--- src/psd_pkg.sv ---
// Shared constants and types for the paired descending sorter.
package psd_pkg;

  localparam int DEPTH_DEF    = 16;
  localparam int KEY_BITS_DEF = 24;
  localparam int PAYLOAD_BITS = 16;

  // Control phase: collecting a set, or draining it out.
  typedef enum logic {
    ST_FILL,
    ST_DRAIN
  } psd_state_t;

  // Per-cycle command broadcast to every cell of the chain.
  typedef struct packed {
    logic ins;   // insert the incoming beat into the sorted chain
    logic shl;   // shift the chain toward cell 0 by one place
  } psd_cell_ctrl_t;

endpackage

--- src/psd_channels.sv ---
// Valid/ready channel interfaces for the input pairs and the sorted results.
interface psd_in_if #(
  parameter int KEY_BITS = psd_pkg::KEY_BITS_DEF
);
  import psd_pkg::*;

  logic                       valid;
  logic                       ready;
  logic signed [KEY_BITS-1:0] key;
  logic [PAYLOAD_BITS-1:0]    payload;
  logic                       last;

  modport source (output valid, output key, output payload, output last, input ready);
  modport sink   (input valid, input key, input payload, input last, output ready);
endinterface

interface psd_out_if #(
  parameter int KEY_BITS = psd_pkg::KEY_BITS_DEF
);
  import psd_pkg::*;

  logic                       valid;
  logic                       ready;
  logic signed [KEY_BITS-1:0] sorted_key;
  logic [PAYLOAD_BITS-1:0]    sorted_payload;
  logic                       final_res;
  logic                       overflow;

  modport source (output valid, output sorted_key, output sorted_payload,
                  output final_res, output overflow, input ready);
  modport sink   (input valid, input sorted_key, input sorted_payload,
                  input final_res, input overflow, output ready);
endinterface

--- src/psd_cell.sv ---
// One cell of the insertion chain: holds a key/payload pair and its neighbor moves.
module psd_cell #(
  parameter int KEY_BITS = psd_pkg::KEY_BITS_DEF
) (
  input  logic                              clk,
  input  psd_pkg::psd_cell_ctrl_t           ctrl,
  input  logic                              occupied,
  input  logic signed [KEY_BITS-1:0]        new_key,
  input  logic [psd_pkg::PAYLOAD_BITS-1:0]  new_payload,
  input  logic                              left_take,
  input  logic signed [KEY_BITS-1:0]        left_key,
  input  logic [psd_pkg::PAYLOAD_BITS-1:0]  left_payload,
  input  logic signed [KEY_BITS-1:0]        right_key,
  input  logic [psd_pkg::PAYLOAD_BITS-1:0]  right_payload,
  output logic                              take,
  output logic signed [KEY_BITS-1:0]        key,
  output logic [psd_pkg::PAYLOAD_BITS-1:0]  payload
);
  import psd_pkg::*;

  logic signed [KEY_BITS-1:0] key_r, key_nxt;
  logic [PAYLOAD_BITS-1:0]    pay_r, pay_nxt;

  // The new key lands in front of the first strictly smaller key, so equal
  // keys keep their arrival order.
  assign take = !occupied || (key_r < new_key);

  always_comb begin
    key_nxt = key_r;
    pay_nxt = pay_r;
    if (ctrl.shl) begin
      key_nxt = right_key;
      pay_nxt = right_payload;
    end else if (ctrl.ins) begin
      if (left_take) begin
        key_nxt = left_key;
        pay_nxt = left_payload;
      end else if (take) begin
        key_nxt = new_key;
        pay_nxt = new_payload;
      end
    end
  end

  always_ff @(posedge clk) begin
    key_r <= key_nxt;
    pay_r <= pay_nxt;
  end

  assign key     = key_r;
  assign payload = pay_r;

endmodule

--- src/paired_descending_sort_top.sv ---
// Top level of the stable descending sorter for key/payload pairs.
// The block collects a set of key/payload beats on in_bus, one beat per clock,
// and keeps them sorted as they arrive in a chain of DEPTH cells: each new key
// is compared against every stored key at once and slides in ahead of the
// first strictly smaller one, the cells behind it moving one place down. Equal
// keys therefore keep their arrival order. The beat flagged last closes the
// set; from the next cycle on the chain drains out of cell 0, one result per
// clock while out_bus is not stalled, largest key first, through an output
// register on out_bus. Input is accepted while a set is being collected and is
// held off while a set drains; the drain rate is set by the single output
// register feeding from cell 0.
// The next set may start as soon as the final result is in the output
// register, even if the sink has not taken it yet. Beats beyond DEPTH in one
// set are discarded, and every result of that set then carries overflow = 1.
// final_res marks the last result of each set. There is no clearing pass
// after reset; the block is ready in the first cycle after rst_n rises.
module paired_descending_sort_top #(
  parameter int DEPTH    = psd_pkg::DEPTH_DEF,
  parameter int KEY_BITS = psd_pkg::KEY_BITS_DEF
) (
  input  logic      clk,
  input  logic      rst_n,
  psd_in_if.sink    in_bus,
  psd_out_if.source out_bus
);
  import psd_pkg::*;

  localparam int CNT_W = $clog2(DEPTH + 1);

  // Control state.
  psd_state_t      state_r, state_nxt;
  logic [CNT_W-1:0] count_r, count_nxt;
  logic            dropped_r, dropped_nxt;

  // Output register.
  logic                       out_valid_r, out_valid_nxt;
  logic signed [KEY_BITS-1:0] out_key_r;
  logic [PAYLOAD_BITS-1:0]    out_pay_r;
  logic                       out_final_r;
  logic                       out_ovf_r;

  // Handshake and chain commands.
  logic           in_ready;
  logic           accept;
  logic           full;
  logic           load;
  logic           last_one;
  psd_cell_ctrl_t cell_ctrl;

  // Chain taps.
  logic signed [KEY_BITS-1:0] cell_key  [DEPTH];
  logic [PAYLOAD_BITS-1:0]    cell_pay  [DEPTH];
  logic                       cell_take [DEPTH];

  assign accept   = in_bus.valid && in_ready;
  assign full     = (count_r == CNT_W'(DEPTH));
  assign last_one = (count_r == CNT_W'(1));

  // A beat that finds the chain full is discarded but may still close the set.
  assign cell_ctrl.ins = accept && !full;
  assign cell_ctrl.shl = load;

  // Next phase.
  always_comb begin
    state_nxt = state_r;
    case (state_r)
      ST_FILL: begin
        if (accept && in_bus.last) begin
          state_nxt = ST_DRAIN;
        end
      end
      ST_DRAIN: begin
        if (load && last_one) begin
          state_nxt = ST_FILL;
        end
      end
      default: state_nxt = ST_FILL;
    endcase
  end

  // Phase outputs: accept beats while filling, move results while draining
  // whenever the output register is free or being emptied.
  always_comb begin
    in_ready = 1'b0;
    load     = 1'b0;
    case (state_r)
      ST_FILL: begin
        in_ready = 1'b1;
      end
      ST_DRAIN: begin
        load = !out_valid_r || out_bus.ready;
      end
      default: begin
        in_ready = 1'b0;
        load     = 1'b0;
      end
    endcase
  end

  always_comb begin
    count_nxt = count_r;
    if (cell_ctrl.ins) begin
      count_nxt = count_r + CNT_W'(1);
    end else if (load) begin
      count_nxt = count_r - CNT_W'(1);
    end
  end

  always_comb begin
    dropped_nxt = dropped_r;
    if (accept && full) begin
      dropped_nxt = 1'b1;
    end else if (load && last_one) begin
      dropped_nxt = 1'b0;
    end
  end

  always_comb begin
    out_valid_nxt = out_valid_r;
    if (load) begin
      out_valid_nxt = 1'b1;
    end else if (out_bus.ready) begin
      out_valid_nxt = 1'b0;
    end
  end

  always_ff @(posedge clk) begin
    if (!rst_n) begin
      state_r     <= ST_FILL;
      count_r     <= '0;
      dropped_r   <= 1'b0;
      out_valid_r <= 1'b0;
    end else begin
      state_r     <= state_nxt;
      count_r     <= count_nxt;
      dropped_r   <= dropped_nxt;
      out_valid_r <= out_valid_nxt;
    end
  end

  // Result data: cell 0 always holds the largest remaining key.
  always_ff @(posedge clk) begin
    if (load) begin
      out_key_r   <= cell_key[0];
      out_pay_r   <= cell_pay[0];
      out_final_r <= last_one;
      out_ovf_r   <= dropped_r;
    end
  end

  // The chain. Cell i is occupied while i is below the fill count, so the
  // stored keys always sit sorted in cells 0 to count_r - 1.
  for (genvar i = 0; i < DEPTH; i++) begin : g_cell
    logic                       occupied;
    logic                       left_take;
    logic signed [KEY_BITS-1:0] left_key;
    logic [PAYLOAD_BITS-1:0]    left_pay;
    logic signed [KEY_BITS-1:0] right_key;
    logic [PAYLOAD_BITS-1:0]    right_pay;

    assign occupied = (CNT_W'(i) < count_r);

    if (i == 0) begin : g_head
      assign left_take = 1'b0;
      assign left_key  = in_bus.key;
      assign left_pay  = in_bus.payload;
    end else begin : g_body
      assign left_take = cell_take[i-1];
      assign left_key  = cell_key[i-1];
      assign left_pay  = cell_pay[i-1];
    end

    if (i == DEPTH - 1) begin : g_tail
      // The tail cell becomes unoccupied on a shift; its contents do not matter.
      assign right_key = cell_key[i];
      assign right_pay = cell_pay[i];
    end else begin : g_inner
      assign right_key = cell_key[i+1];
      assign right_pay = cell_pay[i+1];
    end

    psd_cell #(
      .KEY_BITS (KEY_BITS)
    ) u_cell (
      .clk           (clk),
      .ctrl          (cell_ctrl),
      .occupied      (occupied),
      .new_key       (in_bus.key),
      .new_payload   (in_bus.payload),
      .left_take     (left_take),
      .left_key      (left_key),
      .left_payload  (left_pay),
      .right_key     (right_key),
      .right_payload (right_pay),
      .take          (cell_take[i]),
      .key           (cell_key[i]),
      .payload       (cell_pay[i])
    );
  end

  assign in_bus.ready           = in_ready;
  assign out_bus.valid          = out_valid_r;
  assign out_bus.sorted_key     = out_key_r;
  assign out_bus.sorted_payload = out_pay_r;
  assign out_bus.final_res      = out_final_r;
  assign out_bus.overflow       = out_ovf_r;

endmodule

--- src/flat_wrapper.sv ---
// flat-port wrapper written by rule: the top's interface ports become plain ports
module paired_descending_sort_top_flat import psd_pkg::*;
#(
  parameter int DEPTH    = psd_pkg::DEPTH_DEF,
  parameter int KEY_BITS = psd_pkg::KEY_BITS_DEF
)
  (clk, rst_n, in_bus_valid, in_bus_key, in_bus_payload, in_bus_last, in_bus_ready, out_bus_valid, out_bus_sorted_key, out_bus_sorted_payload, out_bus_final_res, out_bus_overflow, out_bus_ready);
  psd_in_if #(.KEY_BITS(KEY_BITS)) in_bus_i ();
  psd_out_if #(.KEY_BITS(KEY_BITS)) out_bus_i ();
  input  logic clk;
  input  logic rst_n;
  input wire logic [$bits(in_bus_i.valid)-1:0] in_bus_valid;
  input wire logic [$bits(in_bus_i.key)-1:0] in_bus_key;
  input wire logic [$bits(in_bus_i.payload)-1:0] in_bus_payload;
  input wire logic [$bits(in_bus_i.last)-1:0] in_bus_last;
  output wire logic [$bits(in_bus_i.ready)-1:0] in_bus_ready;
  output wire logic [$bits(out_bus_i.valid)-1:0] out_bus_valid;
  output wire logic [$bits(out_bus_i.sorted_key)-1:0] out_bus_sorted_key;
  output wire logic [$bits(out_bus_i.sorted_payload)-1:0] out_bus_sorted_payload;
  output wire logic [$bits(out_bus_i.final_res)-1:0] out_bus_final_res;
  output wire logic [$bits(out_bus_i.overflow)-1:0] out_bus_overflow;
  input wire logic [$bits(out_bus_i.ready)-1:0] out_bus_ready;
  assign in_bus_i.valid = in_bus_valid;
  assign in_bus_i.key = in_bus_key;
  assign in_bus_i.payload = in_bus_payload;
  assign in_bus_i.last = in_bus_last;
  assign in_bus_ready = in_bus_i.ready;
  assign out_bus_valid = out_bus_i.valid;
  assign out_bus_sorted_key = out_bus_i.sorted_key;
  assign out_bus_sorted_payload = out_bus_i.sorted_payload;
  assign out_bus_final_res = out_bus_i.final_res;
  assign out_bus_overflow = out_bus_i.overflow;
  assign out_bus_i.ready = out_bus_ready;
  paired_descending_sort_top #(.DEPTH(DEPTH), .KEY_BITS(KEY_BITS)) u_core (.clk(clk), .rst_n(rst_n), .in_bus(in_bus_i), .out_bus(out_bus_i));
endmodule
--- config.mk ---
export PLATFORM = sky130hd
export DESIGN_NAME = paired_descending_sort_top_flat
export DESIGN_NICKNAME = d
export VERILOG_FILES = /design/src/psd_pkg.sv /design/src/psd_channels.sv /design/src/psd_cell.sv /design/src/paired_descending_sort_top.sv /design/src/flat_wrapper.sv
export SDC_FILE = /design/constraint.sdc
export NUM_CORES = 2
export LEC_CHECK = 0
export ABC_AREA = 1
export BUFFER_PORTS_ARGS = -buffer_cell sky130_fd_sc_hd__buf_2
export CORE_MARGIN = 2
export CORE_UTILIZATION = 58
export CTS_CLUSTER_SIZE = 24
export DETAILED_ROUTE_END_ITERATION = 16
export GPL_ROUTABILITY_DRIVEN = 0
export PLACE_DENSITY = 0.81
export SETUP_SLACK_MARGIN = 0.02
export SLEW_MARGIN = 15
export SYNTH_ARGS = -nofsm -noshare
export SYNTH_HDL_FRONTEND = slang
export SYNTH_SLANG_ARGS = --single-unit
--- constraint.sdc ---
create_clock -name clk -period 6.5 [get_ports clk]
set_clock_uncertainty 0.2 [all_clocks]
set_input_delay 1.3 -clock clk [delete_from_list [all_inputs] [get_ports clk]]
set_output_delay 1.3 -clock clk [all_outputs]
set_load 0.05 [all_outputs]
==> run summary <==
For the worst setup path, the data required time is 6560 ps. The library cell used most frequently in the layout, excluding fill and tap cells, is nand2_1. The library cells used most frequently in the layout, excluding fill and tap cells, are nand2_1 (2297), nand3_1 (844), inv_1 (745). The total chip power came out at 0.0172 W. Global routing used 28.8% of the available tracks. Clock power share: 24.6%. For this run, the top clock speed supported by timing is 213 MHz. STA classifies the critical path endpoint as a register. The per-cell routed wire length was 17.1 um; the multi-input logic area was 22200 um^2. The total overflow left after global routing is 0. Setup violations remaining at the end of the flow were counted as 0.

Clock-pin slew was measured on the worst setup and hold paths at 60 ps. The number of failing hold endpoints at the final stage is 0, and the minimum period implied by the final worst setup slack is 4690 ps. Across all layers, the routed design uses 41000 vias.

The clock sink total came out at 690. Each instance of the synthesized netlist takes up on average 7.67 um^2. The analysis attributes to net switching a power of 0.00657 W. The type of the worst setup path was primary input to register. Across the run, the number of max-cap violations was 0.

Detailed placement finished with a half-perimeter wire length of 84.7 mm. The run gives 104 as the row count. Number of DRC markers after the initial detailed-route iteration: 4411.

The number of setup buffers added after CTS was 0; the leakage component of the power was 25.2 nW. After detailed routing, the wire length on met1 is 51.3 mm. The logs give 0 for the post-cts gate resize count and 20600 um^2 for the storage element area. For this design the top-level I/O count stands at 89. After filler insertion, the fill cell instance count of the layout stands at 6745.

Fraction of final layout cells sized beyond drive strength 1: 5.73%. Entering global routing, the biggest net connects 221 pins. The setup TNS after final layout is 0 ps, and the die boundary height is 289 um. The final max-slew violation count is 0. Across the VDD grid, the largest voltage drop is 0.000230 V. The logs give 39200 for the number of global-route vias before repair and 33.9% for the power share of the combinational group.

The buffer levels on the longest clock path was 3; the actual slew at the worst max-slew pin was 1140 ps. In this run the tightest slew margin relative to its limit is 23.9%. Input and output buffers added on the ports amount to 88. Before antenna repair, the detailed router went through 6 iterations. The routed wire length on met3 is 9.50 mm, and the number of hold buffers added after CTS is 0.

The run finished with clean final reports. The detail route stage leaves a number of antenna-violating nets equal to 0. For this design the ratio of total power to cell area is 339 nW/um^2.

Setup repair after global routing left no endpoint under its margin. The first global-routing pass estimated 199 mm of wire. The synthesized design contains 690 register bits.

The cell count after synthesis was 6159. Internal power comes to 0.0106 W. The area growth from synthesis to layout is 7.39%. The logs give 2 for the initial antenna violation count and 0 for the number of warning messages in the yosys log. Type of the worst min-delay path: register to register.

The tree is rooted in a clkbuf_16. The share of the cycle needed by the critical path after routing works out to 72.1%. The logs give 80500 um^2 for the placeable core region and 640 ps for the clock latency at the later pin of the worst-skew pair.

The final wirelength was 122 mm. The net count after synthesis was 6575; the net count reported at finish was 6468. Cell area after synthesis: 47200 um^2.

In this run switching power makes up 38.2% of total power. Element type at the critical path start: a primary input. After detailed routing, no signal wire sits above met5. The maximum fanout count along the critical path came out at 41. The total clock buffers created by CTS came out at 77. The routed design uses 57.0 mm of met2 wire.

The endpoint arrival time on the critical path was 4750 ps. For this run, the register share of the synthesized area comes to 43.7%. The floorplan step set the die width to 289 um. The run gives 3 as the deepest level of the CTS H-tree.

The starting utilization of the core area is 58.6%. The die outline area is 83700 um^2, and the sequential share of power is 41.5%. The count of distinct cell types in the synthesized netlist came out at 31.

In the routed layout, each cell is associated on average with a via count of 5.72. After detailed routing, the number of remaining DRC violations is 0. TritonCTS built the clock tree.
[layer usage]
| metal | track usage [%] | vias to the layer above |
|---|---|---|
| met3 | 3.46 | 295 |
| li1 | - | 20200 |
| met1 | 38.1 | 18700 |
| met2 | 47.9 | 1847 |
| met5 | 0 | - |
| met4 | 12.5 | 2 |
[worst max-delay path, cell delays in order]
cell and delay, ps:
buf_2 140, inv_1 680, ha_1 410, a21o_1 200, nor2_1 120, nand2_1 60
a21oi_1 150, nand2_1 70, nand2_1 50, nand2_1 70, nand2_1 80, buf_4 380
nor2_1 140, nor2_4 870
[cells in the mapped netlist]
cell type | number | area share [%]
clkinv_1 | 1 | 0.0079
buf_1 | 25 | 0.20
ha_1 | 371 | 9.8
and2_1 | 9 | 0.12
o21ai_1 | 10 | 0.11
a211oi_1 | 2 | 0.032
nand2_1 | 2298 | 18
o21ai_0 | 103 | 1.1
clkbuf_2 | 2 | 0.021
nor2_1 | 162 | 1.3
and3_1 | 1 | 0.013
inv_1 | 745 | 5.9
nand4_1 | 336 | 4.5
clkbuf_1 | 208 | 1.7
buf_2 | 114 | 1.2
nand3_4 | 1 | 0.037
inv_2 | 7 | 0.056
buf_4 | 30 | 0.48
o31ai_2 | 1 | 0.026
dfxtp_1 | 8 | 0.34
o22ai_1 | 1 | 0.013
nand2_2 | 2 | 0.026
nand3_1 | 844 | 8.9
edfxtp_1 | 682 | 43
a21o_1 | 22 | 0.35
a21oi_1 | 126 | 1.3
nor2_2 | 3 | 0.040
buf_6 | 9 | 0.21
nor3_1 | 14 | 0.15
nand3_2 | 11 | 0.23
o21a_1 | 11 | 0.17
[through the flow]
step                utilization [%]  cell area [um^2]  std cells  setup WS, ps  hold slack, ps
finish                         63.0             50700       7173          1810             245
global route                   63.0             50700       7173          1610             240
CTS                            62.9             50700       7170          1850             237
global placement               59.9             48300       7031          1260             219
detailed placement             59.9             48300       7031          1190             232
floorplan                         -             47200       6159           686             209
[path summary, 6_finish.rpt]
kind / from / to / slack (ps) / cells after the start
setup / recovery: in_bus_key[23] / u_core.g_cell[3].u_cell.payload[13] / 1810 / 14
hold / removal: u_core.dropped_r / u_core.out_bus.overflow / 240 / 0
setup reg to reg: u_core.count_r[4] / u_core.g_cell[1].u_cell.key[13] / 2250 / 11
hold reg to reg: u_core.dropped_r / u_core.out_bus.overflow / 240 / 0
[registers in the layout, indices dropped and copies added (netlist names)]
name,cells
u_core.count_r,5
u_core.dropped_r,1
u_core.g_cell.u_cell.key,384
u_core.g_cell.u_cell.payload,256
u_core.out_bus.final_res,1
u_core.out_bus.overflow,1
u_core.out_bus.sorted_key,24
u_core.out_bus.sorted_payload,16
u_core.out_bus.valid,1
u_core.state_r,1
[cells by family after synthesis]
logic type	after synthesis	synth area share (%)
flip-flops	690	43.7
AO/OA/AOI/OAI	276	3.13
AND/OR/NAND/NOR	3681	33.6
adder cells (fa/ha/maj)	371	9.83
buffers and inverters	1141	9.76
[power by group through the flow]
stage	combinational (W)	sequential, W	clock (W)
after CTS	0.00573	0.00712	0.00427
after floorplan	0.00433	0.00703	0
after detailed placement	0.00568	0.00720	0
after global routing	0.00662	0.00725	0.00442
after global placement	0.00548	0.00716	0
final	0.00583	0.00715	0.00423
[final cells by class]
class                      count  area share, %
multi-input combinational   4328           43.7
sequential                   690           40.7
inverter                     753           5.59
clock buffer                 102           4.09
timing repair buffer         202           2.68
tap                         1060           2.62
clock inverter                37          0.614
antenna                        1        0.00493
(Power assumes the default switching activity.)
